--- src/rtl/three_stop_gradient_pixel_assert.svh ---
// Assertion macros shared by the gradient pixel RTL.
`ifndef THREE_STOP_GRADIENT_PIXEL_ASSERT_SVH
`define THREE_STOP_GRADIENT_PIXEL_ASSERT_SVH

// Check that an antecedent implies a consequent in the same cycle.
`define TSGP_ASSERT_IMP(label, clk, rst, ante, cons) \
   label: assert property (@(posedge clk) disable iff (rst) (ante) |-> (cons)) \
      else $error("tsgp assertion failed");

// Check that an antecedent implies a consequent in the next cycle.
`define TSGP_ASSERT_NXT(label, clk, rst, ante, cons) \
   label: assert property (@(posedge clk) disable iff (rst) (ante) |=> (cons)) \
      else $error("tsgp assertion failed");

`endif

--- src/rtl/tsgp_pkg.sv ---
// Types and constants shared by the gradient pixel modules.
package tsgp_pkg;

   localparam int MAX_STEPS   = 4096;
   localparam int IDX_W       = 12;
   localparam int CNT_W       = 13;
   localparam int CHAN_W      = 8;
   localparam int NUM_CHANS   = 4;
   localparam int REM_W       = 19;
   localparam int DIV_STAGES  = 4;
   localparam int BITS_PER_ST = 2;
   localparam int ADDR_W      = 5;
   // setup, multiply, then the divider stages
   localparam int LATENCY     = 2 + DIV_STAGES;

   typedef enum logic [2:0] {
      REG_START      = 3'd0,
      REG_MIDDLE     = 3'd1,
      REG_END        = 3'd2,
      REG_STEP_COUNT = 3'd3,
      REG_HORIZONTAL = 3'd4
   } reg_index_type;

   typedef struct packed {
      logic [31:0]      start_colour;
      logic [31:0]      middle_colour;
      logic [31:0]      end_colour;
      logic [CNT_W-1:0] step_count;
      logic             horizontal;
   } cfg_type;

   // Payload carried down the divider stages
   typedef struct packed {
      logic                                oor;
      logic [IDX_W-1:0]                    pos;
      logic [IDX_W-1:0]                    span;
      logic [NUM_CHANS-1:0][REM_W-1:0]     rem;
      logic [NUM_CHANS-1:0][CHAN_W-1:0]    quo;
   } item_type;

endpackage

--- src/rtl/tsgp_front.sv ---
// Setup and multiply stages: weights, span, position and blend numerators.
module tsgp_front import tsgp_pkg::*; (
   input  logic             clock,
   input  logic             reset,
   input  logic             in_valid,
   input  logic [IDX_W-1:0] in_index,
   input  cfg_type          cfg,
   output logic             out_valid,
   output item_type         out_item
);

   localparam logic [CNT_W-1:0] MAX_N = CNT_W'(MAX_STEPS);

   logic [CNT_W-1:0] n_sat;
   logic [IDX_W-1:0] mid;
   logic [CNT_W-1:0] idx_ext;
   logic             low_half;

   logic                              a_valid_ff, a_valid_in;
   logic                              a_oor_ff, a_oor_in;
   logic [IDX_W-1:0]                  a_pos_ff, a_pos_in;
   logic [IDX_W-1:0]                  a_span_ff, a_span_in;
   logic [IDX_W-1:0]                  a_wa_ff, a_wa_in;
   logic [IDX_W-1:0]                  a_wb_ff, a_wb_in;
   logic [31:0]                       a_ca_ff, a_ca_in;
   logic [31:0]                       a_cb_ff, a_cb_in;

   logic                              b_valid_ff;
   item_type                          b_item_ff, b_item_in;

   // Saturate the count and pick the half of the ramp
   always_comb begin
      if (cfg.step_count < CNT_W'(2)) begin
         n_sat = CNT_W'(2);
      end else if (cfg.step_count > MAX_N) begin
         n_sat = MAX_N;
      end else begin
         n_sat = cfg.step_count;
      end
      mid      = n_sat[CNT_W-1:1];
      idx_ext  = {1'b0, in_index};
      low_half = in_index < mid;

      a_valid_in = in_valid;
      a_oor_in   = idx_ext >= n_sat;
      if (cfg.horizontal) begin
         a_pos_in = in_index;
      end else begin
         a_pos_in = IDX_W'(n_sat - CNT_W'(1) - idx_ext);
      end
      if (low_half) begin
         a_span_in = mid;
         a_wa_in   = mid - in_index;
         a_wb_in   = in_index;
         a_ca_in   = cfg.start_colour;
         a_cb_in   = cfg.middle_colour;
      end else begin
         a_span_in = IDX_W'(n_sat - {1'b0, mid});
         a_wa_in   = IDX_W'(n_sat - idx_ext);
         a_wb_in   = in_index - mid;
         a_ca_in   = cfg.middle_colour;
         a_cb_in   = cfg.end_colour;
      end
   end

   // Form the numerators, zero for an index past the ramp
   always_comb begin
      b_item_in.oor  = a_oor_ff;
      b_item_in.pos  = a_oor_ff ? '0 : a_pos_ff;
      b_item_in.span = a_span_ff;
      for (int k = 0; k < NUM_CHANS; k++) begin
         logic [CHAN_W-1:0]        ca;
         logic [CHAN_W-1:0]        cb;
         logic [CHAN_W+IDX_W-1:0]  sum;
         ca  = a_ca_ff[(NUM_CHANS-1-k)*CHAN_W +: CHAN_W];
         cb  = a_cb_ff[(NUM_CHANS-1-k)*CHAN_W +: CHAN_W];
         sum = (CHAN_W+IDX_W)'(ca * a_wa_ff) + (CHAN_W+IDX_W)'(cb * a_wb_ff);
         b_item_in.rem[k] = a_oor_ff ? '0 : sum[REM_W-1:0];
         b_item_in.quo[k] = '0;
      end
   end

   // Advance valid bits
   always_ff @(posedge clock) begin
      if (reset) begin
         a_valid_ff <= 1'b0;
         b_valid_ff <= 1'b0;
      end else begin
         a_valid_ff <= a_valid_in;
         b_valid_ff <= a_valid_ff;
      end
   end

   // Hold payload
   always_ff @(posedge clock) begin
      a_oor_ff  <= a_oor_in;
      a_pos_ff  <= a_pos_in;
      a_span_ff <= a_span_in;
      a_wa_ff   <= a_wa_in;
      a_wb_ff   <= a_wb_in;
      a_ca_ff   <= a_ca_in;
      a_cb_ff   <= a_cb_in;
      b_item_ff <= b_item_in;
   end

   assign out_valid = b_valid_ff;
   assign out_item  = b_item_ff;

endmodule

--- src/rtl/tsgp_div.sv ---
// One divider stage: two restoring quotient bits per channel.
module tsgp_div import tsgp_pkg::*; #(
   parameter int LOW_BIT = 0
) (
   input  logic     clock,
   input  logic     reset,
   input  logic     in_valid,
   input  item_type in_item,
   output logic     out_valid,
   output item_type out_item
);

   logic     valid_ff;
   item_type item_ff, item_in;

   // Subtract the shifted span where it fits, high bit first
   always_comb begin
      item_in = in_item;
      for (int k = 0; k < NUM_CHANS; k++) begin
         for (int b = BITS_PER_ST - 1; b >= 0; b--) begin
            logic [REM_W-1:0] dv;
            dv = REM_W'({{(REM_W-IDX_W){1'b0}}, in_item.span} << (LOW_BIT + b));
            if (item_in.rem[k] >= dv) begin
               item_in.rem[k] = item_in.rem[k] - dv;
               item_in.quo[k][LOW_BIT + b] = 1'b1;
            end
         end
      end
   end

   // Advance valid bit
   always_ff @(posedge clock) begin
      if (reset) begin
         valid_ff <= 1'b0;
      end else begin
         valid_ff <= in_valid;
      end
   end

   // Hold payload
   always_ff @(posedge clock) begin
      item_ff <= item_in;
   end

   assign out_valid = valid_ff;
   assign out_item  = item_ff;

endmodule

--- src/rtl/three_stop_gradient_pixel.sv ---
// Three-stop linear gradient pixel generator: register file and pipeline.
//
// Accepts one step index per cycle (busy is never high) and returns one result
// per index, marked by rsp_valid. The result passes through one setup stage, one
// multiply stage and a four-stage restoring divider that resolves two quotient
// bits per stage. Results cannot be held off; the registers are to be written
// only while no item is in flight.
`include "three_stop_gradient_pixel_assert.svh"

module three_stop_gradient_pixel import tsgp_pkg::*; (
   input  logic                clock,
   input  logic                reset,
   input  logic                start,
   output logic                busy,
   input  logic [IDX_W-1:0]    req_step_index,
   output logic                rsp_valid,
   output logic [IDX_W-1:0]    rsp_pixel_position,
   output logic [CHAN_W-1:0]   rsp_alpha,
   output logic [CHAN_W-1:0]   rsp_red,
   output logic [CHAN_W-1:0]   rsp_green,
   output logic [CHAN_W-1:0]   rsp_blue,
   output logic                rsp_out_of_range,
   input  logic                psel,
   input  logic                penable,
   input  logic                pwrite,
   input  logic [ADDR_W-1:0]   paddr,
   input  logic [31:0]         pwdata,
   output logic [31:0]         prdata,
   output logic                pready
);

   cfg_type       cfg_ff, cfg_in;
   reg_index_type reg_sel;
   logic          wr_en;
   logic          accept;

   logic     [DIV_STAGES:0] stg_valid;
   item_type [DIV_STAGES:0] stg_item;

   assign busy   = 1'b0;
   assign pready = 1'b1;
   assign accept = start && !busy;
   assign wr_en  = psel && penable && pwrite && pready;

   // Decode register writes
   always_comb begin
      cfg_in  = cfg_ff;
      reg_sel = reg_index_type'(paddr[ADDR_W-1:2]);
      if (wr_en) begin
         unique case (paddr[ADDR_W-1:2])
            REG_START:      cfg_in.start_colour  = pwdata;
            REG_MIDDLE:     cfg_in.middle_colour = pwdata;
            REG_END:        cfg_in.end_colour    = pwdata;
            REG_STEP_COUNT: cfg_in.step_count    = pwdata[CNT_W-1:0];
            REG_HORIZONTAL: cfg_in.horizontal    = pwdata[0];
            default:        cfg_in = cfg_ff;
         endcase
      end
   end

   // Decode register reads
   always_comb begin
      unique case (reg_sel)
         REG_START:      prdata = cfg_ff.start_colour;
         REG_MIDDLE:     prdata = cfg_ff.middle_colour;
         REG_END:        prdata = cfg_ff.end_colour;
         REG_STEP_COUNT: prdata = {{(32-CNT_W){1'b0}}, cfg_ff.step_count};
         REG_HORIZONTAL: prdata = {31'd0, cfg_ff.horizontal};
         default:        prdata = '0;
      endcase
   end

   // Hold configuration
   always_ff @(posedge clock) begin
      if (reset) begin
         cfg_ff.start_colour  <= '0;
         cfg_ff.middle_colour <= '0;
         cfg_ff.end_colour    <= '0;
         cfg_ff.step_count    <= CNT_W'(2);
         cfg_ff.horizontal    <= 1'b0;
      end else begin
         cfg_ff <= cfg_in;
      end
   end

   tsgp_front u_front (
      .clock     (clock),
      .reset     (reset),
      .in_valid  (accept),
      .in_index  (req_step_index),
      .cfg       (cfg_ff),
      .out_valid (stg_valid[0]),
      .out_item  (stg_item[0])
   );

   for (genvar s = 0; s < DIV_STAGES; s++) begin : g_div
      tsgp_div #(
         .LOW_BIT ((DIV_STAGES - 1 - s) * BITS_PER_ST)
      ) u_div (
         .clock     (clock),
         .reset     (reset),
         .in_valid  (stg_valid[s]),
         .in_item   (stg_item[s]),
         .out_valid (stg_valid[s+1]),
         .out_item  (stg_item[s+1])
      );
   end

   assign rsp_valid          = stg_valid[DIV_STAGES];
   assign rsp_pixel_position = stg_item[DIV_STAGES].pos;
   assign rsp_alpha          = stg_item[DIV_STAGES].quo[0];
   assign rsp_red            = stg_item[DIV_STAGES].quo[1];
   assign rsp_green          = stg_item[DIV_STAGES].quo[2];
   assign rsp_blue           = stg_item[DIV_STAGES].quo[3];
   assign rsp_out_of_range   = stg_item[DIV_STAGES].oor;

   `TSGP_ASSERT_IMP(a_rsp_has_item, clock, reset, rsp_valid, $past(accept, LATENCY))
   `TSGP_ASSERT_IMP(a_item_gets_rsp, clock, reset, accept, ##LATENCY rsp_valid)
   `TSGP_ASSERT_IMP(a_oor_blank, clock, reset, rsp_valid && rsp_out_of_range, (rsp_alpha == '0) && (rsp_red == '0) && (rsp_green == '0) && (rsp_blue == '0) && (rsp_pixel_position == '0))

endmodule

--- config.mk ---
export PLATFORM = sky130hd
export DESIGN_NAME = three_stop_gradient_pixel
export DESIGN_NICKNAME = d
export VERILOG_FILES = /design/src/rtl/tsgp_pkg.sv /design/src/rtl/tsgp_front.sv /design/src/rtl/tsgp_div.sv /design/src/rtl/three_stop_gradient_pixel.sv
export VERILOG_INCLUDE_DIRS = /design/src /design/src/rtl
export SDC_FILE = /design/constraint.sdc
export NUM_CORES = 2
export LEC_CHECK = 0
export BUFFER_PORTS_ARGS = -buffer_cell sky130_fd_sc_hd__buf_2
export CORE_AREA = 2 2 377 379
export CTS_BUF_LIST = sky130_fd_sc_hd__clkbuf_4 sky130_fd_sc_hd__clkbuf_8
export DETAILED_ROUTE_END_ITERATION = 10
export DIE_AREA = 0 0 379 381
export MAX_ROUTING_LAYER = met4
export PLACE_DENSITY = 0.72
export RECOVER_POWER = 50
export SKIP_LAST_GASP = 1
export SLEW_MARGIN = 20
export SYNTH_ARGS = -nofsm -noshare
export SYNTH_HDL_FRONTEND = slang
export SYNTH_SLANG_ARGS = --single-unit
--- constraint.sdc ---
create_clock -name clock -period 8.2 [get_ports clock]
set_clock_uncertainty 0.2 [all_clocks]
set_input_delay 0 -clock clock [delete_from_list [all_inputs] [get_ports clock]]
set_output_delay 0 -clock clock [all_outputs]
set_load 0.02 [all_outputs]
# Word level (Yosys, flattened, before mapping)
# Index checks and enable logic that the tools add are counted.
dict set report totals {
  inputBits 55
  word_cells 227
  register_bits 726
  out_inout_bits 80
}
dict set report classes {
  addsub 38
  n_mux 45
  magnitude_cmp 36
  mul 8
  reduce_logical 8
  n_eq_ne 4
}
# op n
set op_table {}
lappend op_table {{two-way mux 19 bit} 28}
lappend op_table {{one-hot mux 32 bit (5 select lines)} 1}
lappend op_table {{multiplier 8 x 12 -> 19 bit} 8}
lappend op_table {{adder 19 bit} 4}
lappend op_table {{greater-or-equal comparator 19 x 12 -> 1 bit} 4}
lappend op_table {{greater-or-equal comparator 19 x 13 -> 1 bit} 4}
lappend op_table {{greater-or-equal comparator 19 x 14 -> 1 bit} 4}
lappend op_table {{greater-or-equal comparator 19 x 15 -> 1 bit} 4}
lappend op_table {{greater-or-equal comparator 19 x 16 -> 1 bit} 4}
lappend op_table {{greater-or-equal comparator 19 x 17 -> 1 bit} 4}
lappend op_table {{greater-or-equal comparator 19 x 18 -> 1 bit} 4}
lappend op_table {{greater-or-equal comparator 19 bit} 4}
lappend op_table {{subtractor 19 x 13 -> 19 bit} 4}
lappend op_table {{subtractor 19 x 14 -> 19 bit} 4}
lappend op_table {{subtractor 19 x 15 -> 19 bit} 4}
lappend op_table {{subtractor 19 x 16 -> 19 bit} 4}
lappend op_table {{subtractor 19 x 17 -> 19 bit} 4}
lappend op_table {{subtractor 19 x 18 -> 19 bit} 4}
lappend op_table {{subtractor 19 bit} 4}
lappend op_table {{two-way mux 32 bit} 2}
lappend op_table {{subtractor 12 bit} 5}
lappend op_table {{two-way mux 12 bit} 4}
lappend op_table {{two-way mux 13 bit} 2}
lappend op_table {{greater-or-equal comparator 12 x 13 -> 1 bit} 1}
lappend op_table {{other kinds (11)} 24}

# Depth between registers and ports, before layout
dict set report logic_depth {
  ltp_word 6
  mapped_depth 30
  mapped_depth_nobuf 28
}

# Hierarchy
# A second synthesis with hierarchy kept.
dict set report hier_totals {
  hier_cells 8264
  hier_area_um2 74380.1
}
# mod seq_area_each_um2 cells_per_inst instances area_each_um2
set modules_own_cells {}
lappend modules_own_cells {tsgp_front 4324.1 3720 1 32856.5}
lappend modules_own_cells {{tsgp_div (g_div[3].u_div)} 2682.6 1126 1 9509.1}
lappend modules_own_cells {{tsgp_div (g_div[2].u_div)} 2682.6 1055 1 9285.2}
lappend modules_own_cells {{tsgp_div (g_div[1].u_div)} 2682.6 986 1 9123.8}
lappend modules_own_cells {{tsgp_div (g_div[0].u_div)} 2682.6 870 1 8231.6}
lappend modules_own_cells {three_stop_gradient_pixel 2202.1 507 1 5373.9}

# Worst setup path after synthesis
# OpenSTA, ideal clock, no wires.
dict set report synth_timing {
  kind {register to register}
  start {register cfg_ff[5] (netlist name)}
  end {register u_front.a_wa_ff[11]}
  setup_ns 0.120
  period_less_slack_ns 5.979
  n_path_buf 2
  setup_slack_ns 2.221
  required_ns 7.880
  stages_incl_launch_ff 28
  arrival_ns 5.658
  cell_sequence {dfxtp_1 nor4_1 nand3_1 o21ai_1 nand2_1 o21ai_0 ha_1 fa_1 nor2b_1 o21a_1 o21ai_0 nand2b_1 a31oi_1 o21ai_1 o41ai_2 clkbuf_1 clkbuf_1 nor2_1 a21oi_1 ha_1 a21o_1 a21o_1 a21o_1 a31o_2 a41o_1 o41ai_1 xor2_1 xnor2_1}
}
dict set report synth_via {
  elab_chain_len 5
  word_cells_on_any_way 8
  cone_classes {add/sub: 2; order compare: 3; mux: 3}
}
# item line
set synth_lines {}
lappend synth_lines {{start, declared} three_stop_gradient_pixel.sv:32} ;# cfg_type cfg_ff, cfg_in;
lappend synth_lines {{start signal, assigned} three_stop_gradient_pixel.sv:82} ;# cfg_ff <= cfg_in;
lappend synth_lines {{> comparator 13 bit} tsgp_front.sv:35} ;# end else if (cfg.step_count > MAX_N) begin
lappend synth_lines {{two-way mux 13 bit} tsgp_front.sv:35}
lappend synth_lines {{two-way mux 13 bit (*)} tsgp_front.sv:33} ;# if (cfg.step_count < CNT_W'(2)) begin
lappend synth_lines {{subtractor 12 bit, or another cell as far along} tsgp_front.sv:59} ;# a_wa_in = IDX_W'(n_sat - idx_ext);
lappend synth_lines {{two-way mux 12 bit (*)} tsgp_front.sv:51} ;# if (low_half) begin
lappend synth_lines {{named net u_front.a_wa_in[11]} tsgp_front.sv:23} ;# logic [IDX_W-1:0] a_wa_ff, a_wa_in;
lappend synth_lines {{end signal, assigned} tsgp_front.sv:99} ;# a_wa_ff <= a_wa_in;
lappend synth_lines {{end, declared} tsgp_front.sv:23}
# The timed path passes the listed nets; every way through them passes the cells marked *.
# A chain may end at the register's enable or synchronous reset.

==> Flow_metrics.wiki <==
{| class="wikitable"
! Metric !! Value
|-
| Result of the run || complete, but fails checks
|-
| Failing checks || capacitance limit, slew limit
|-
| Largest net degree at the start of global routing || 117
|-
| Clk pwr share || 0.165
|-
| CP max stage cell || sky130_fd_sc_hd__dfxtp_1
|-
| Async set-or-reset flop fraction in the synthesized netlist || 0
|-
| CTS Buf Count || 131
|-
| Register bit count reported by yosys || 726
|-
| Vias in the first global route || 54.8k
|-
| Mapped cell area || 67100 sq um
|-
| Number of nets in the synthesized netlist || 9067
|-
| Floorplan die area || 144000 sq um
|-
| First-pass DRT Iterations || 7
|-
| Sequential share of the synthesized area || 0.217
|-
| Overall routing resource usage || 0.260
|-
| Required time at the worst-slack endpoint || 8730 ps
|-
| Count of flip-flops with a built-in enable after synthesis || 0
|-
| Lkg Pwr || 33.7 nW
|-
| Leading register cell type out of synthesis || sky130_fd_sc_hd__dfxtp_1
|-
| Worst-Skew Late Latency || 890 ps
|-
| Ordered list of cells on the worst path || inv_1 -> fa_1 -> a21o_1 -> a22oi_1 -> a21oi_1 -> a22oi_1 -> a21boi_1 -> nor2_1 -> buf_4 -> mux2_2 -> ha_1 -> o21a_1 -> o21ai_0 -> a211oi_1 -> o31a_1 -> o21a_1 -> o21ai_0 -> and3_1 -> mux2_2
|-
| Via count of the routed design || 54.3k
|-
| Antenna-violating nets left || 0
|-
| Share of total power in sequential cells || 0.202
|-
| Total number of clock tree sinks || 726
|-
| Gate count after technology mapping || 7688
|-
| Unrepaired setup endpoints after global routing || no
|-
| Shortest clock period the worst path allows after layout || 7110 ps
|-
| Count of boundary I/O pins || 135
|-
| Share of the cycle needed by the critical path after routing || 0.867
|-
| Share of power burned in combinational logic || 0.634
|-
| Area added between synthesis and finish || 10.1%
|-
| Die X || 379 microns
|-
| Post-CTS Repair Setup Buffers || 0
|-
| Max Fanout on Critical Path || 13
|-
| Detailed-route DRC error count || 0
|-
| Switching part of the total power || 0.444
|-
| Global placement routability congestion || 0.940
|-
| Number of gates given a new drive strength after cts || 0
|-
| Max Slew Vio Count || 250
|-
| Overall overflow remaining after global route || 0
|-
| Root buffer cell || sky130_fd_sc_hd__clkbuf_8
|-
| Pin slew with the least headroom to its limit || 5250 ps
|-
| Initial antenna violation count || 3
|-
| Initial Util || 0.477
|-
| Crit path kind || reg2reg
|-
| Worst vdd rail ir drop || 0.200 mV
|-
| Setup_tns || 0 ps
|-
| Fill cell total of the finished layout || 12.8k
|-
| Maximum frequency from static timing analysis || 0.141 GHz
|-
| Kind of start point of the critical path || register
|-
| Total half-perimeter wirelength after legalization and detailed placement || 139 mm
|-
| Cell internal pwr || 0.0137 W
|-
| Fraction of layout instances using a drive strength above 1 || 0.0794
|-
| Unique masters post-synth || 112
|-
| Number of design-rule violations left by the first detailed-router iteration || 3383
|-
| IO buf count || 130
|-
| Via density per instance || 5.50
|-
| Final hold violations || 0
|-
| Type of the worst min-delay path || in2reg
|-
| CTS tree || built
|-
| Maximum buffer depth of the clock tree || 3
|-
| Seq. cell area || 14500 sq um
|-
| Slew headroom || -2.50
|-
| Number of nets in the layout || 9266
|-
| Die boundary height || 381 microns
|-
| Total power divided by cell area || 335 nW/um^2
|-
| Placeable core area || 141000 sq um
|-
| Total Power Consumption || 0.0247 W
|-
| Detailed-route wire length per cell || 18.4 microns
|-
| Multi-input logic area || 48000 sq um
|-
| Sort of element at the end of the critical path || register
|-
| Crit path arrival time || 7640 ps
|-
| Largest stage delay on the critical path || 660 ps
|-
| Power spent charging and discharging nets || 0.0110 W
|-
| # H-tree levels || 4
|-
| Final number of setup-violating endpoints || 0
|-
| Drt total wl || 181 mm
|-
| Post-synthesis area per instance || 8.73 sq um
|-
| Clock edge transition at the registers on the reported setup and hold paths || 60 ps
|-
| Max Cap Viol || 4
|-
| Syn. warnings || 0
|-
| Wire length of the first global-routing pass || 291 mm
|-
| Std-Cell Rows || 138
|}
through the flow:
| stage | utilization | instance area [sq um] | instances | setup WS, ps | hold WS [ps] |
|---|---|---|---|---|---|
| 2_1_floorplan | - | 67100 | 7688 | 2220 | -91.4 |
| 3_3_place_gp | 0.497 | 69800 | 9527 | 1390 | 23.3 |
| 3_5_place_dp | 0.497 | 69800 | 9527 | 1250 | 20.2 |
| 4_1_cts | 0.527 | 74000 | 9873 | 1180 | 3.29 |
| 5_1_grt | 0.526 | 73900 | 9874 | 449 | 101 |
| 6_report | 0.526 | 73900 | 9876 | 1090 | 96.2 |
cells in the final DEF (no fill, tap or decap), types with 73 or more instances in the layout:
master,Yosys,layout
sky130_fd_sc_hd__o21ai_0,312,314
sky130_fd_sc_hd__mux2_2,165,165
sky130_fd_sc_hd__inv_1,938,938
sky130_fd_sc_hd__ha_1,696,696
sky130_fd_sc_hd__a21oi_1,455,455
sky130_fd_sc_hd__nor2b_1,124,124
sky130_fd_sc_hd__xor2_1,126,126
sky130_fd_sc_hd__nor3_1,126,125
sky130_fd_sc_hd__dlygate4sd3_1,0,117
sky130_fd_sc_hd__buf_4,9,82
sky130_fd_sc_hd__clkbuf_8,0,158
sky130_fd_sc_hd__nand3_1,78,78
sky130_fd_sc_hd__nand4_1,73,73
sky130_fd_sc_hd__fa_1,628,628
sky130_fd_sc_hd__a21o_1,122,122
sky130_fd_sc_hd__dfxtp_1,726,726
sky130_fd_sc_hd__xnor2_1,242,242
sky130_fd_sc_hd__and2_1,404,403
sky130_fd_sc_hd__clkbuf_1,239,88
sky130_fd_sc_hd__nor2_1,415,414
sky130_fd_sc_hd__nand2_1,933,933
critical path, delay by kind of cell (launching register included):
kind / cells / cell delay [ps]
flops: 1 / 660
simple gates: 2 / 1100
compound gates: 11 / 2490
buf+inv: 2 / 760
mux: 2 / 820
fa+ha+maj: 2 / 910
kinds of logic (layout without fill, tap and decap cells):
kind of cell | Yosys count | in the layout | synth area share
AND/OR/NAND/NOR | 2416 | 2416 | 0.175
AO/OA/AOI/OAI | 1373 | 1373 | 0.129
adder cells (fa/ha/maj) | 1324 | 1324 | 0.317
buffers and inverters | 1215 | 1510 | 0.0692
flip-flops | 726 | 726 | 0.217
XOR/XNOR | 368 | 368 | 0.0480
multiplexers | 264 | 264 | 0.0452
other | 2 | 5 | 0.000112
state kept, by name (all words and copies together) (netlist names):
signal / flops
u_front.a_wa_ff: 12
u_front.a_cb_ff: 32
cfg_ff: 110
u_front.a_ca_ff: 32
u_front.a_valid_ff: 1
u_front.a_pos_ff: 12
g_div.u_div.out_item: 396
u_front.a_span_ff: 12
u_front.a_wb_ff: 12
u_front.out_valid: 1
g_div.u_div.out_valid: 4
u_front.out_item: 101
u_front.a_oor_ff: 1
power groups by stage:
stage          registers, W  clock network [W]  logic (W)
2_1_floorplan       0.00481                  0     0.0124
3_3_place_gp        0.00504                  0     0.0150
3_5_place_dp        0.00505                  0     0.0154
4_1_cts             0.00498            0.00417     0.0155
5_1_grt             0.00505            0.00433     0.0175
6_report            0.00499            0.00407     0.0157
cell usage after synthesis (73+ instances only):
library cell,number,area (sq um)
sky130_fd_sc_hd__nor2_1,415,1560
sky130_fd_sc_hd__o21ai_0,312,1560
sky130_fd_sc_hd__ha_1,696,8710
sky130_fd_sc_hd__nor2b_1,124,776
sky130_fd_sc_hd__a21o_1,122,916
sky130_fd_sc_hd__xnor2_1,242,2120
sky130_fd_sc_hd__a21oi_1,455,2280
sky130_fd_sc_hd__mux2_2,165,1860
sky130_fd_sc_hd__nor3_1,126,631
sky130_fd_sc_hd__dfxtp_1,726,14500
sky130_fd_sc_hd__nand2_1,933,3500
sky130_fd_sc_hd__inv_1,938,3520
sky130_fd_sc_hd__nand3_1,78,390
sky130_fd_sc_hd__clkbuf_1,239,897
sky130_fd_sc_hd__fa_1,628,12600
sky130_fd_sc_hd__and2_1,404,2530
sky130_fd_sc_hd__xor2_1,126,1100
sky130_fd_sc_hd__nand4_1,73,457
routing by layer:
layer  vias up  share of wire  GRT usage
met5         -              0          -
met4         0          0.051      0.121
met3       415          0.062     0.0375
met2      1876           0.46      0.416
met1     26084           0.42      0.324
li1      25952              -          -
final cells by class:
cell class              count  share of cell area
diodes                      3            0.000102
multi-input cells        5747               0.649
clock inverters            44             0.00957
clock buffers             185              0.0322
flip-flops and latches    726               0.197
inverters                 941              0.0478
repair buffers            340              0.0322
well taps                1890              0.0320
path summary, 6_finish.rpt:
check | slack [ps] | startpoint | cells past startpoint | end
setup / recovery | 1090 | u_front.out_item[109] | 19 | g_div[0].u_div.out_item[65]
hold / removal | 100 | req_step_index[9] | 5 | u_front.a_wa_ff[9]
hold reg to reg | 110 | g_div[2].u_div.out_item[28] | 0 | g_div[3].u_div.out_item[28]
setup reg to reg | 1090 | u_front.out_item[109] | 19 | g_div[0].u_div.out_item[65]
what timing repair did:
item,CTS,global route
hold buffers,117,0
endpoints found under the hold margin,162,0
endpoints found under the setup margin,0,0
No activity file was read; power rests on OpenSTA's default activity.
